`src/rtl/u8d_pkg.sv`:
```
// Shared types and constants for the UTF-8 stream decoder.
`default_nettype none
package u8d_pkg;

    // Byte classes found by the front end.
    localparam logic [2:0] CLS_ZERO  = 3'd0;
    localparam logic [2:0] CLS_ASCII = 3'd1;
    localparam logic [2:0] CLS_LEAD2 = 3'd2;
    localparam logic [2:0] CLS_LEAD3 = 3'd3;
    localparam logic [2:0] CLS_LEAD4 = 3'd4;
    localparam logic [2:0] CLS_CONT  = 3'd5;
    localparam logic [2:0] CLS_BAD   = 3'd6;

    localparam int CP_W        = 21;
    localparam int BITS_W      = 7;
    localparam int QUEUE_DEPTH = 2;
    localparam int QPTR_W      = $clog2(QUEUE_DEPTH);
    localparam int QCNT_W      = $clog2(QUEUE_DEPTH + 1);

    // One classified byte: its class and the payload bits it contributes.
    typedef struct packed {
        logic [2:0]        kind;
        logic [BITS_W-1:0] bits;
    } u8d_word_t;

    // One decoded result.
    typedef struct packed {
        logic [CP_W-1:0] code_point;
        logic            bad_sequence;
        logic            end_of_text;
    } u8d_result_t;

endpackage
`default_nettype wire

```
`src/rtl/u8d_front.sv`:
```
// Input stage: accepts raw bytes and classifies them by their top bits.
`default_nettype none
module u8d_front (
    input  wire logic              clk,
    input  wire logic              rst_n,
    input  wire logic              in_valid,
    output logic                   in_ready,
    input  wire logic [7:0]        in_byte,
    output logic                   word_valid,
    input  wire logic              word_ready,
    output u8d_pkg::u8d_word_t     word
);
    import u8d_pkg::*;

    logic      valid_reg;
    logic      valid_next;
    u8d_word_t word_reg;
    u8d_word_t word_next;
    logic      take;

    assign in_ready   = !valid_reg || word_ready;
    assign take       = in_valid && in_ready;
    assign word_valid = valid_reg;
    assign word       = word_reg;

    always_comb
    begin
        word_next.bits = 7'(in_byte);
        if (in_byte == 8'h00)
        begin
            word_next.kind = CLS_ZERO;
        end
        else if (in_byte[7] == 1'b0)
        begin
            word_next.kind = CLS_ASCII;
        end
        else if (in_byte[7:6] == 2'b10)
        begin
            word_next.kind = CLS_CONT;
            word_next.bits = {1'b0, in_byte[5:0]};
        end
        else if (in_byte[7:5] == 3'b110)
        begin
            word_next.kind = CLS_LEAD2;
            word_next.bits = {2'b0, in_byte[4:0]};
        end
        else if (in_byte[7:4] == 4'b1110)
        begin
            word_next.kind = CLS_LEAD3;
            word_next.bits = {3'b0, in_byte[3:0]};
        end
        else if (in_byte[7:3] == 5'b11110)
        begin
            word_next.kind = CLS_LEAD4;
            word_next.bits = {4'b0, in_byte[2:0]};
        end
        else
        begin
            word_next.kind = CLS_BAD;
        end
    end

    always_comb
    begin
        if (take)
        begin
            valid_next = 1'b1;
        end
        else if (word_ready)
        begin
            valid_next = 1'b0;
        end
        else
        begin
            valid_next = valid_reg;
        end
    end

    always_ff @(posedge clk or negedge rst_n)
    begin
        if (!rst_n)
        begin
            valid_reg <= 1'b0;
        end
        else
        begin
            valid_reg <= valid_next;
        end
    end

    always_ff @(posedge clk)
    begin
        if (take)
        begin
            word_reg <= word_next;
        end
    end

endmodule
`default_nettype wire

```
`src/rtl/u8d_queue.sv`:
```
// Short queue of classified bytes between the front and back ends.
`default_nettype none
module u8d_queue (
    input  wire logic           clk,
    input  wire logic           rst_n,
    input  wire logic           push_valid,
    output logic                push_ready,
    input  u8d_pkg::u8d_word_t  push_word,
    output logic                pop_valid,
    input  wire logic           pop_ready,
    output u8d_pkg::u8d_word_t  pop_word
);
    import u8d_pkg::*;

    u8d_word_t          mem [QUEUE_DEPTH];
    logic [QPTR_W-1:0]  wr_ptr_reg;
    logic [QPTR_W-1:0]  wr_ptr_next;
    logic [QPTR_W-1:0]  rd_ptr_reg;
    logic [QPTR_W-1:0]  rd_ptr_next;
    logic [QCNT_W-1:0]  count_reg;
    logic [QCNT_W-1:0]  count_next;
    logic               do_push;
    logic               do_pop;

    assign push_ready = (count_reg != QCNT_W'(QUEUE_DEPTH));
    assign pop_valid  = (count_reg != '0);
    assign pop_word   = mem[rd_ptr_reg];
    assign do_push    = push_valid && push_ready;
    assign do_pop     = pop_valid && pop_ready;

    always_comb
    begin
        wr_ptr_next = wr_ptr_reg;
        rd_ptr_next = rd_ptr_reg;
        count_next  = count_reg;
        if (do_push)
        begin
            wr_ptr_next = (wr_ptr_reg == QPTR_W'(QUEUE_DEPTH - 1)) ? '0 : wr_ptr_reg + 1'b1;
        end
        if (do_pop)
        begin
            rd_ptr_next = (rd_ptr_reg == QPTR_W'(QUEUE_DEPTH - 1)) ? '0 : rd_ptr_reg + 1'b1;
        end
        if (do_push && !do_pop)
        begin
            count_next = count_reg + 1'b1;
        end
        else if (do_pop && !do_push)
        begin
            count_next = count_reg - 1'b1;
        end
    end

    always_ff @(posedge clk or negedge rst_n)
    begin
        if (!rst_n)
        begin
            wr_ptr_reg <= '0;
            rd_ptr_reg <= '0;
            count_reg  <= '0;
        end
        else
        begin
            wr_ptr_reg <= wr_ptr_next;
            rd_ptr_reg <= rd_ptr_next;
            count_reg  <= count_next;
        end
    end

    always_ff @(posedge clk)
    begin
        if (do_push)
        begin
            mem[wr_ptr_reg] <= push_word;
        end
    end

endmodule
`default_nettype wire

```
`src/rtl/u8d_back.sv`:
```
// Sequence assembler: holds the decode state and the registered result.
`default_nettype none
module u8d_back (
    input  wire logic           clk,
    input  wire logic           rst_n,
    input  wire logic           word_valid,
    output logic                word_ready,
    input  u8d_pkg::u8d_word_t  word,
    output logic                res_valid,
    input  wire logic           res_ready,
    output u8d_pkg::u8d_result_t res
);
    import u8d_pkg::*;

    logic [1:0]      left_reg;
    logic [1:0]      left_next;
    logic [CP_W-1:0] pv_reg;
    logic [CP_W-1:0] pv_next;
    logic            out_valid_reg;
    logic            out_valid_next;
    u8d_result_t     out_reg;
    u8d_result_t     out_next;
    logic            emit;
    logic            take;
    logic [CP_W-1:0] pv_shift;

    assign word_ready = !out_valid_reg || res_ready;
    assign take       = word_valid && word_ready;
    assign res_valid  = out_valid_reg;
    assign res        = out_reg;
    assign pv_shift   = {pv_reg[CP_W-7:0], word.bits[5:0]};

    always_comb
    begin
        left_next = left_reg;
        pv_next   = pv_reg;
        emit      = 1'b0;
        out_next  = '0;
        if (left_reg != 2'd0)
        begin
            if (word.kind == CLS_CONT)
            begin
                left_next = left_reg - 1'b1;
                if (left_reg == 2'd1)
                begin
                    emit                = 1'b1;
                    out_next.code_point = pv_shift;
                    pv_next             = '0;
                end
                else
                begin
                    pv_next = pv_shift;
                end
            end
            else
            begin
                // Anything but a continuation byte aborts the sequence.
                emit                  = 1'b1;
                out_next.bad_sequence = 1'b1;
                left_next             = 2'd0;
                pv_next               = '0;
            end
        end
        else
        begin
            case (word.kind)
                CLS_ZERO:
                begin
                    emit                 = 1'b1;
                    out_next.end_of_text = 1'b1;
                end
                CLS_ASCII:
                begin
                    emit                = 1'b1;
                    out_next.code_point = CP_W'(word.bits);
                end
                CLS_LEAD2:
                begin
                    left_next = 2'd1;
                    pv_next   = CP_W'(word.bits);
                end
                CLS_LEAD3:
                begin
                    left_next = 2'd2;
                    pv_next   = CP_W'(word.bits);
                end
                CLS_LEAD4:
                begin
                    left_next = 2'd3;
                    pv_next   = CP_W'(word.bits);
                end
                default:
                begin
                    emit                  = 1'b1;
                    out_next.bad_sequence = 1'b1;
                end
            endcase
        end
    end

    always_comb
    begin
        if (take && emit)
        begin
            out_valid_next = 1'b1;
        end
        else if (res_ready)
        begin
            out_valid_next = 1'b0;
        end
        else
        begin
            out_valid_next = out_valid_reg;
        end
    end

    always_ff @(posedge clk or negedge rst_n)
    begin
        if (!rst_n)
        begin
            left_reg      <= 2'd0;
            pv_reg        <= '0;
            out_valid_reg <= 1'b0;
        end
        else
        begin
            out_valid_reg <= out_valid_next;
            if (take)
            begin
                left_reg <= left_next;
                pv_reg   <= pv_next;
            end
        end
    end

    always_ff @(posedge clk)
    begin
        if (take && emit)
        begin
            out_reg <= out_next;
        end
    end

endmodule
`default_nettype wire

```
`src/rtl/utf8_stream_decoder.sv`:
```
// Top level of the UTF-8 stream decoder.
`default_nettype none
// The decoder takes one byte of UTF-8 text per word on the slave stream and
// gives one word per decoded character on the master stream, at a sustained
// rate of one byte per clock. A byte passes a classifying register, a
// two-entry queue and the sequence assembler, whose state is one 2-bit count
// of continuation bytes still expected and a 21-bit partial value; the
// assembler updates this state once for each byte it takes, and that state
// update sets the rate. Lead bytes and continuation bytes that do not finish
// a character give no output word. A zero byte between characters gives code
// point 0 with tlast set. An ill-formed lead byte, a continuation byte where
// none is expected, or a byte that is not a continuation where one is
// expected, gives code point 0 with tuser set; in the last case the byte is
// consumed and the pending sequence is dropped. There are no overlong,
// surrogate or range checks. Output words are held in a register. While one
// waits to be taken the assembler stops, and the queue and the classifying
// register take up at most three more bytes before the slave side stalls.
module utf8_stream_decoder (
    input  wire logic        clk,
    input  wire logic        rst_n,
    input  wire logic        s_axis_tvalid,
    output logic             s_axis_tready,
    input  wire logic [7:0]  s_axis_tdata,   // [7:0] in_byte
    output logic             m_axis_tvalid,
    input  wire logic        m_axis_tready,
    output logic [23:0]      m_axis_tdata,   // [20:0] code_point, [23:21] zero
    output logic             m_axis_tuser,   // [0] bad_sequence
    output logic             m_axis_tlast    // end_of_text
);
    import u8d_pkg::*;

    logic        f_valid;
    logic        f_ready;
    u8d_word_t   f_word;
    logic        q_valid;
    logic        q_ready;
    u8d_word_t   q_word;
    u8d_result_t res;

    // Front end: register and classify each byte.
    u8d_front u_front (
        .clk        (clk),
        .rst_n      (rst_n),
        .in_valid   (s_axis_tvalid),
        .in_ready   (s_axis_tready),
        .in_byte    (s_axis_tdata),
        .word_valid (f_valid),
        .word_ready (f_ready),
        .word       (f_word)
    );

    // Decouples the classifier from the assembler so that each can stall alone.
    u8d_queue u_queue (
        .clk        (clk),
        .rst_n      (rst_n),
        .push_valid (f_valid),
        .push_ready (f_ready),
        .push_word  (f_word),
        .pop_valid  (q_valid),
        .pop_ready  (q_ready),
        .pop_word   (q_word)
    );

    // Back end: the sequence state and the output register.
    u8d_back u_back (
        .clk        (clk),
        .rst_n      (rst_n),
        .word_valid (q_valid),
        .word_ready (q_ready),
        .word       (q_word),
        .res_valid  (m_axis_tvalid),
        .res_ready  (m_axis_tready),
        .res        (res)
    );

    assign m_axis_tdata = {3'b000, res.code_point};
    assign m_axis_tuser = res.bad_sequence;
    assign m_axis_tlast = res.end_of_text;

endmodule
`default_nettype wire
```
`config.mk`:
```
export PLATFORM = sky130hd
export DESIGN_NAME = utf8_stream_decoder
export DESIGN_NICKNAME = d
export VERILOG_FILES = /design/src/rtl/u8d_pkg.sv /design/src/rtl/u8d_front.sv /design/src/rtl/u8d_queue.sv /design/src/rtl/u8d_back.sv /design/src/rtl/utf8_stream_decoder.sv
export SDC_FILE = /design/constraint.sdc
export NUM_CORES = 1
export LEC_CHECK = 0
export ABC_AREA = 1
export BUFFER_PORTS_ARGS = -buffer_cell sky130_fd_sc_hd__buf_2
export CORE_MARGIN = 2
export CORE_UTILIZATION = 35
export DETAILED_ROUTE_END_ITERATION = 12
export SLEW_MARGIN = 25
export SYNTH_ARGS = -nofsm -noshare
export SYNTH_HDL_FRONTEND = slang
export SYNTH_SLANG_ARGS = --single-unit
```
`constraint.sdc`:
```
create_clock -name clk -period 3.37 [get_ports clk]
set_clock_uncertainty 0.15 [all_clocks]
set_input_delay 0.5055 -clock clk [delete_from_list [all_inputs] [get_ports clk]]
set_output_delay 0.5055 -clock clk [all_outputs]
set_load 0.01 [all_outputs]
```
=== Word level (Yosys, flattened, before mapping) ===
Memory sizes are Yosys's and may differ from the RTL's.
Index checks and enable logic that the tools add are counted.

* Bitwise gates (word level): 1
* Muxes and demuxes: 36
* $add $sub $neg: 5
* Reductions and logical operators: 27
* Equality and inequality tests: 11

{| class="wikitable"
|+ Operator list
! cell !! count
|-
| $mux 15 || 4
|-
| $mux 21 || 2
|-
| $mux 10 || 3
|-
| $mux 7 || 4
|-
| $mux 22 || 1
|-
| $mux 1 || 16
|-
| $reduce_bool 2->1 || 6
|-
| $mux 2 || 5
|-
| $eq 3x3->1 const B || 3
|-
| $logic_not 8->1 || 1
|-
| $eq 3x2->1 const B || 2
|-
| $logic_and 1x1->1 || 6
|-
| $pmux 2 s3 || 1
|-
| $reduce_or 3->1 || 2
|-
| $eq 5x5->1 const B || 1
|-
| $reduce_or 5->1 || 1
|-
| $eq 4x4->1 const B || 1
|-
| $logic_not 1->1 || 4
|-
| $reduce_and 2->1 || 2
|-
| $reduce_bool 4->1 || 1
|-
| $sub 2x1->2 const B || 2
|-
| $eq 3x1->1 const B || 1
|-
| $logic_not 3->1 || 1
|-
| $add 1x1->1 const B || 2
|-
| 7 further kinds || 8
|}

* Word-level logic and storage cells: 95
* Register bits after elaboration: 56
* Output and inout bits: 28
* Bits in writable memories: 20
* Memories kept: 1

{| class="wikitable"
|+ Memory list
! name !! words !! width !! rd ports !! clocked after memory_dff !! wr ports !! line !! source
|-
| u_queue.mem || 2 || 10 || 1 || 0 || 1 || u8d_queue.sv:15 || <nowiki>u8d_word_t mem [QUEUE_DEPTH];</nowiki>
|}

=== Logic depth before layout (Yosys ltp) ===
Gate-level depths: netlist of the first run.

* Depth in word-level cells: 7
* Depth in mapped cells: 11

=== Cells and area by module ===
From an unflattened synthesis of the first run, not the netlist that was laid out.

* Cell total of the unflattened synthesis: 356
* Area, all modules: 3428.3 sq um

{| class="wikitable"
|+ Modules (own cells, without submodules)
! module !! sequential area each (sq um) !! cells each !! area each (sq um) !! times used
|-
| u8d_back || 1141.1 || 229 || 1969.4 || 1
|-
| u8d_queue || 700.7 || 81 || 974.7 || 1
|-
| u8d_front || 325.3 || 42 || 457.9 || 1
|-
| utf8_stream_decoder || 0.0 || 4 || 26.3 || 1
|}

=== Worst setup path before layout of the first run ===
Ideal clock, no wire load.

* Kind: reg-to-reg
* From: reg u_back.left_reg[1]
* To: reg u_back.out_reg (netlist bit u_back.res[0]) (enable)
* Library setup time: 0.378 ns
* Slack: 1.239 ns
* Stages on the path, launching flop included: 8
* Data arrival time: 1.603 ns
* Required time: 2.842 ns
* Clock period less this slack: 2.131 ns
* Cell sequence: dfrtp_1 -> inv_1 -> ha_1 -> clkbuf_1 -> inv_1 -> nand3_2 -> nand3_1 -> inv_1

* Cells in the longest elaborated chain, start to end: 5
* Elaborated cells on any way between the ends: 6
* Those cells by class: 1 x eq/ne; 3 x mux; 2 x reduce/logical

{| class="wikitable"
|+ Ends and longest elaborated chain
! element !! line !! source
|-
| start, declared || u8d_back.sv:15 || <nowiki>logic [1:0] left_reg;</nowiki>
|-
| start signal, assigned || u8d_back.sv:130 || <nowiki>left_reg <= left_next;</nowiki>
|-
| $eq 2x1->1 || u8d_back.sv:44 || <nowiki>if (left_reg == 2'd1)</nowiki>
|-
| $mux 1 || u8d_back.sv:44 ||
|-
| $mux 1 || u8d_back.sv:41 || <nowiki>if (word.kind == CLS_CONT)</nowiki>
|-
| $mux 1 (*) || u8d_back.sv:39 || <nowiki>if (left_reg != 2'd0)</nowiki>
|-
| $logic_and 1x1->1 (*) || u8d_back.sv:138 || <nowiki>if (take && emit)</nowiki>
|-
| end signal, assigned || u8d_back.sv:140 || <nowiki>out_reg <= out_next;</nowiki>
|-
| end, declared || u8d_back.sv:21 || <nowiki>u8d_result_t out_reg;</nowiki>
|}

Every way passes the cells marked *; elsewhere a longest branch is shown, timed or not.
A chain may end at the register's enable or synchronous reset.

=== Worst setup path after layout of the first run ===
* From: reg u_queue.rd_ptr_reg
* To: reg u_back.out_reg (netlist bit u_back.res[13]) (enable)

* Cells in the longest elaborated chain, start to end: 6
* Elaborated cells on any way between the ends: 10
* Those cells by class: 4 x eq/ne; 3 x mux; 2 x reduce/logical; 1 x memory

{| class="wikitable"
|+ Ends and longest elaborated chain
! element !! line !! source
|-
| start, declared || u8d_queue.sv:18 || <nowiki>logic [QPTR_W-1:0] rd_ptr_reg;</nowiki>
|-
| start signal, assigned || u8d_queue.sv:65 || <nowiki>rd_ptr_reg <= rd_ptr_next;</nowiki>
|-
| $mem_v2 2x10 (*) || n/a ||
|-
| $eq 3x2->1 / $eq 3x3->1 (equally long branches) || u8d_back.sv:66 || <nowiki>case (word.kind)</nowiki>
|-
| $reduce_or 3->1 (no line) || n/a ||
|-
| $mux 1 || u8d_back.sv:66 ||
|-
| $mux 1 (*) || u8d_back.sv:39 ||
|-
| $logic_and 1x1->1 (*) || u8d_back.sv:138 ||
|}

Marked as above.

==> impl_metrics.yaml, run 1 <==
outcome:
  outcome: "complete, no violations"
yosys:
  synth_compound_area_share_pct: 5.11
  synth_edf_count: 53
  ys.flop_type: "edfxtp_1"
  synth_seq_area_share_pct: 63.2
  synth_top_area_cell: "edfxtp_1"
  ys_ff_latch: 76
  synth-xor-area-share_pct: 0.766
  synth_fa_ha_area_share_pct: 1.09
  synth.area.top_cells: "edfxtp_1, dfrtp_1, nand2_1"
  synth_top_family_by_area: "simple AND/OR/NAND/NOR gates"
  synthMuxAreaShare_pct: 0
  syn_area_per_cell_um2: 10.5
  netlist_area_mm2: 0.00343
  synth-async-reset-ratio_pct: 30.3
  yosysWarnings: 0
  netlist.area_leader.share_pct: 46.4
  synthSimpleGateAreaFrac_pct: 22.1
  synthDistinctLibCells: 36
  postSynthCellCount: 326
sta:
  report.final.slew_viol_count: 0
  worst_pin_slew_ps: 898
  fmax_mhz: 365
  period_share_pct: 81.2
  slew_headroom_pct: 40.0
  setup_viol: 0
  setup_tns_ps: 0
  fin_crit_ps: 2740
  rsz0062_at_grt: "no"
  hold_viol_final: 0
grt:
  grt_pass1_vias: 2046
  met2_usage_pct: 20.2
  antenna_found_initial: 0
  overflow: 0
  grt_max_degree: 24
  grt_pass1_wl_um: 9340
  grtUsageTotal_pct: 11.7
  grt.busiest_layer: "met2"
  grt_util_met1_pct: 13.3
  grt_use_met3_pct: 4.27
clocking:
  clockBufferDepth: 2
  cts_made_buffers: 9
  root_buffer: "clkbuf_8"
  htree_levels: 3
  insertion_delay_ps: 350
  clock_sinks: 76
  post_cts_resized: 0
  cts_tree: "done"
  clkTransAtPathRegs_ps: 80
placement:
  gp_congestion: 0.793
  dp.cells: 486
  numPortBuffers: 36
  dp_hpwl_um: 4070
detailed_routing:
  vias: 2172
  drtAntennaViolNets: 0
  drc: 0
  wl_per_cell_um: 11.5
  drtIter0Drc: 67
  routed_wl_um: 5760
  vias_per_cell: 4.32
  first_pass_iters: 4
worst_hold_path:
  hp-class: "input port to flip-flop"
floorplanning:
  ios: 40
  dieArea_mm2: 0.0106
  core-area_mm2: 0.00964
  std_cell_rows: 36
  die_h_um: 103
  start_util_pct: 35.6
  die_w_um: 103
pwr:
  power.density_mw_per_mm2: 957
  p_leak_nw: 1.70
  vdd_drop_max_mv: 0.345
flow_run:
  cap_viol_max_count: 0
layout:
  stdcell_count: 503
  drive_gt1_share_pct: 22.7
  filler_cell_count: 955
  largest_register_ffs: 23
  final_cell_mix: "nand2_1, edfxtp_1, nor2_1"
  final_common_cell: "nand2_1"
  diodes: 0
  synthToLayoutAreaGrowth_pct: 13.5
  nets: 380
critical_path:
  cp.required_ps: 3170
  cp.arrival_ps: 2530
  worstSetupPathType: "flip-flop to flip-flop"
  crit_path_start_kind: "flip-flop"
  critical_path.max_fanout: 23
  cp-end-kind: "flip-flop"
[per-layer routing]
metal / share of wire (%) / vias to the layer above
met5: 0 / -
met1: 46 / 995
li1: - / 1132
met2: 49 / 40
met4: 0.88 / 0
met3: 4.0 / 5
[report_power, final]
part	total (mW)	internal [mW]	switching [mW]
clock	0.658	0.340	0.318
sequential	1.60	1.44	0.156
combinational	1.47	0.480	0.988
[worst paths after layout]
kind                                                      from  slack, ps                             end  depth (start not counted)
worst max-delay path            u_queue.rd_ptr_reg$_DFFE_PN0P_        630    u_back.res[13]$_SDFFCE_PN0P_                          7
worst min-delay path                           s_axis_tdata[1]        200       u_front.word[1]$_DFFE_PP_                          1
worst max register to register  u_queue.rd_ptr_reg$_DFFE_PN0P_        630    u_back.res[13]$_SDFFCE_PN0P_                          7
worst min register to register       u_front.word[6]$_DFFE_PP_        300     u_queue.mem[1][6]$_DFFE_PP_                          0
max in group asynchronous                                rst_n       2180  u_front.word_valid$_DFFE_PN0P_                          2
min in group asynchronous                                rst_n        520   u_back.pv_reg[13]$_DFFE_PN0P_                          2
[what timing repair did]
item	4_1_cts	5_1_grt
endpoints found under the setup margin	0	0
buffers inserted	0	0
endpoints found under the hold margin	16	0
hold buffers	1	0
[final cells by class]
| cell class | count | area (um^2) | area share (%) |
|---|---|---|---|
| sequential | 76 | 2170 | 55.7 |
| clock buffer | 11 | 131 | 3.38 |
| timing repair buffer | 38 | 198 | 5.08 |
| clock inverter | 5 | 55.1 | 1.42 |
| tap | 133 | 166 | 4.28 |
| multi-input combinational | 200 | 1010 | 25.9 |
| inverter | 40 | 164 | 4.21 |
[logic make-up after synthesis]
logic type | Yosys count
AO/OA/AOI/OAI | 30
XOR/XNOR | 3
adder cells (fa/ha/maj) | 3
buffers and inverters | 52
flip-flops | 76
other | 1
AND/OR/NAND/NOR | 161
[per-stage QoR]
stage | util (%) | instance area, um^2 | worst slack [ps] | power [mW] | hold slack, ps
after floorplan | - | 3440 | 1240 | 2.75 | 59.9
after global placement | 38.3 | 3690 | 697 | 3.07 | 276
after detailed placement | 38.3 | 3690 | 608 | 3.10 | 283
after CTS | 40.4 | 3890 | 607 | 3.77 | 179
after global routing | 40.4 | 3890 | 332 | 4.01 | 179
final | 40.4 | 3890 | 634 | 3.72 | 196
[cell usage after synthesis (2+ instances only)]
cell       n
inv_1     38
edfxtp_1  53
buf_6      2
o21ai_1    2
o21ai_0   12
a21boi_0   2
nand2_1   66
dfrtp_1   23
nand2_4    4
or2_2      6
nor4_1     3
xor2_1     2
nor2_1    39
a21oi_1   10
clkbuf_1   3
buf_4      5
ha_1       3
nand3_1   22
nand2_2   14
[worst max-delay path: stages, from the launching register on]
cell and delay (ps):
dfrtp_1 790, inv_2 170, nand2_1 100, nand2_1 80, nor2_1 250, nand3_2 230, nand3_1 170, inv_1 390
Note: power is estimated with default switching activity, not from simulation.
==> run 2: changes to the inputs <==
==> constraint.sdc (replaced) <==
create_clock -name clk -period 2.9 [get_ports clk]
set_clock_uncertainty 0.15 [all_clocks]
set_input_delay 0.435 -clock clk [delete_from_list [all_inputs] [get_ports clk]]
set_output_delay 0.435 -clock clk [all_outputs]
set_load 0.01 [all_outputs]
==> impl_metrics.yaml, run 2 (same netlist as run 1, synthesis figures left out) <==
detailed_routing:
  wl_per_cell_um: 11.0
  vias: 2165
  first_pass_iters: 4
  routed_wl_um: 5580
  drc: 0
  vias_per_cell: 4.27
  drtIter0Drc: 66
  drtAntennaViolNets: 0
critical_path:
  path_depth: 6
  cp-end-kind: "flip-flop"
  worstSetupPathType: "flip-flop to flip-flop"
  slowest_stage: "inv_1"
  cp_num_buf_inv: 2
  reg2reg_slack_ps: 460
  cp.required_ps: 2720
  crit_family: "buffers and inverters"
  slowest_delay_ps: 650
  cp.arrival_ps: 2270
  crit_path_start_kind: "flip-flop"
  reg2reg_from: "u_queue.rd_ptr_reg$_DFFE_PN0P_"
  r2r_end: "u_back.res[6]$_DFFE_PP_"
  cp_cell_sequence: "buf_4 -> o21ai_1 -> nor2_2 -> nand3_2 -> nand3_1 -> inv_1"
  reg2regPathDepth: 6
  critical_path.max_fanout: 23
outcome:
  outcome: "complete, no violations"
grt:
  antenna_found_initial: 0
  grt_pass1_wl_um: 9510
  overflow: 0
  grtUsageTotal_pct: 11.9
  grt_max_degree: 24
  grt_pass1_vias: 2090
sta:
  timing.hold.ws_ps: 134
  setup_tns_ps: 0
  slew_headroom_pct: 40.9
  report.final.slew_viol_count: 0
  setup_viol: 0
  fin_crit_ps: 2440
  period_share_pct: 84.3
  worst_pin_slew_ps: 884
  rsz0062_at_grt: "no"
  fin_ws_ps: 455
  fmax_mhz: 409
  hold_viol_final: 0
placement:
  numPortBuffers: 36
  gp_congestion: 0.774
  place_ws_ps: 414
  dp_hpwl_um: 4020
layout:
  seqCellArea_mm2: 0.00217
  drive_gt1_share_pct: 23.3
  diodes: 0
  synthToLayoutAreaGrowth_pct: 15.9
  largest_register_ffs: 23
  multiInputGateArea_mm2: 0.00101
  final_common_cell: "nand2_1"
  final_cell_mix: "nand2_1, edfxtp_1, nor2_1"
  filler_cell_count: 957
  nets: 384
clocking:
  insertion_delay_ps: 350
  htree_levels: 3
  clkTransAtPathRegs_ps: 70
  root_buffer: "clkbuf_8"
  cts_made_buffers: 9
  post_cts_resized: 0
  clock_sinks: 76
  cts_tree: "done"
  clockBufferDepth: 2
worst_hold_path:
  hp-class: "input port to flip-flop"
  holdCritStartpoint: "s_axis_tdata[2]"
  min_path_cells: 1
  min_to: "u_front.word[2]$_DFFE_PP_"
pwr:
  power.density_mw_per_mm2: 1140
  vdd_drop_max_mv: 0.604
  totalPowerFinal_mw: 4.52
  p_leak_nw: 1.75
floorplanning:
  die_w_um: 103
  start_util_pct: 35.6
  die_h_um: 103
  core-area_mm2: 0.00964
  ios: 40
  std_cell_rows: 36
  dieArea_mm2: 0.0106
flow_run:
  cap_viol_max_count: 0
-- run 2: worst register-to-register path, stage by stage, from the launching register on --
cell and delay [ps]:
dfrtp_1 490, buf_4 240, o21ai_1 250, nor2_2 110, nand3_2 90, nand3_1 100
inv_1 650
-- run 2: worst max-delay path by stage --
stage | start | end | slack [ps]
2_1_floorplan | u_back.left_reg[1]$_DFFE_PN0P_ | u_back.res[0]$_SDFFCE_PN0P_ | 770
3_3_place_gp | u_queue.rd_ptr_reg$_DFFE_PN0P_ | u_back.res[11]$_SDFFCE_PN0P_ | 490
3_5_place_dp | u_queue.rd_ptr_reg$_DFFE_PN0P_ | u_back.res[14]$_SDFFCE_PN0P_ | 410
4_1_cts | u_queue.rd_ptr_reg$_DFFE_PN0P_ | u_back.res[22]$_SDFFCE_PN0P_ | 410
5_1_grt | u_queue.rd_ptr_reg$_DFFE_PN0P_ | u_back.res[9]$_SDFFCE_PN0P_ | 220
6_report | u_queue.rd_ptr_reg$_DFFE_PN0P_ | u_back.res[6]$_DFFE_PP_ | 460
-- run 2: cell type report --
type,count,share of cell area [%]
inverter,40,4.13
clock buffer,10,3.46
clock inverter,6,2.55
sequential,76,54.6
tap,133,4.19
multi-input combinational,200,25.4
timing repair buffer,42,5.73
-- run 2: per-stage QoR --
stage / utilization [%] / cell area (um^2) / cells
after floorplan: - / 3440 / 328
after global placement: 38.6 / 3720 / 490
after detailed placement: 38.6 / 3720 / 490
after CTS: 41.2 / 3970 / 507
after global routing: 41.2 / 3970 / 507
final: 41.2 / 3970 / 507
-- run 2: what timing repair did --
item                                    4_1_cts  5_1_grt
endpoints found under the setup margin        0        0
setup buffers                                 0        0
hold endpoints to repair                     23        0
hold buffers                                  1        0
-- run 2: where the power goes --
group / total (mW) / internal [mW] / switching, mW
clock network: 0.942 / 0.586 / 0.356
registers: 1.83 / 1.68 / 0.151
logic: 1.75 / 0.583 / 1.17
total: 4.52 / 2.84 / 1.68
-- run 2: layer usage --
| layer | GRT usage [%] | wire (um) | share of wire, % |
|---|---|---|---|
| met1 | 14.0 | 2530 | 45 |
| met2 | 19.7 | 2710 | 49 |
| met3 | 5.29 | 308 | 5.5 |
| met4 | 3.95 | 31 | 0.56 |
| met5 | 0 | 0 | 0 |
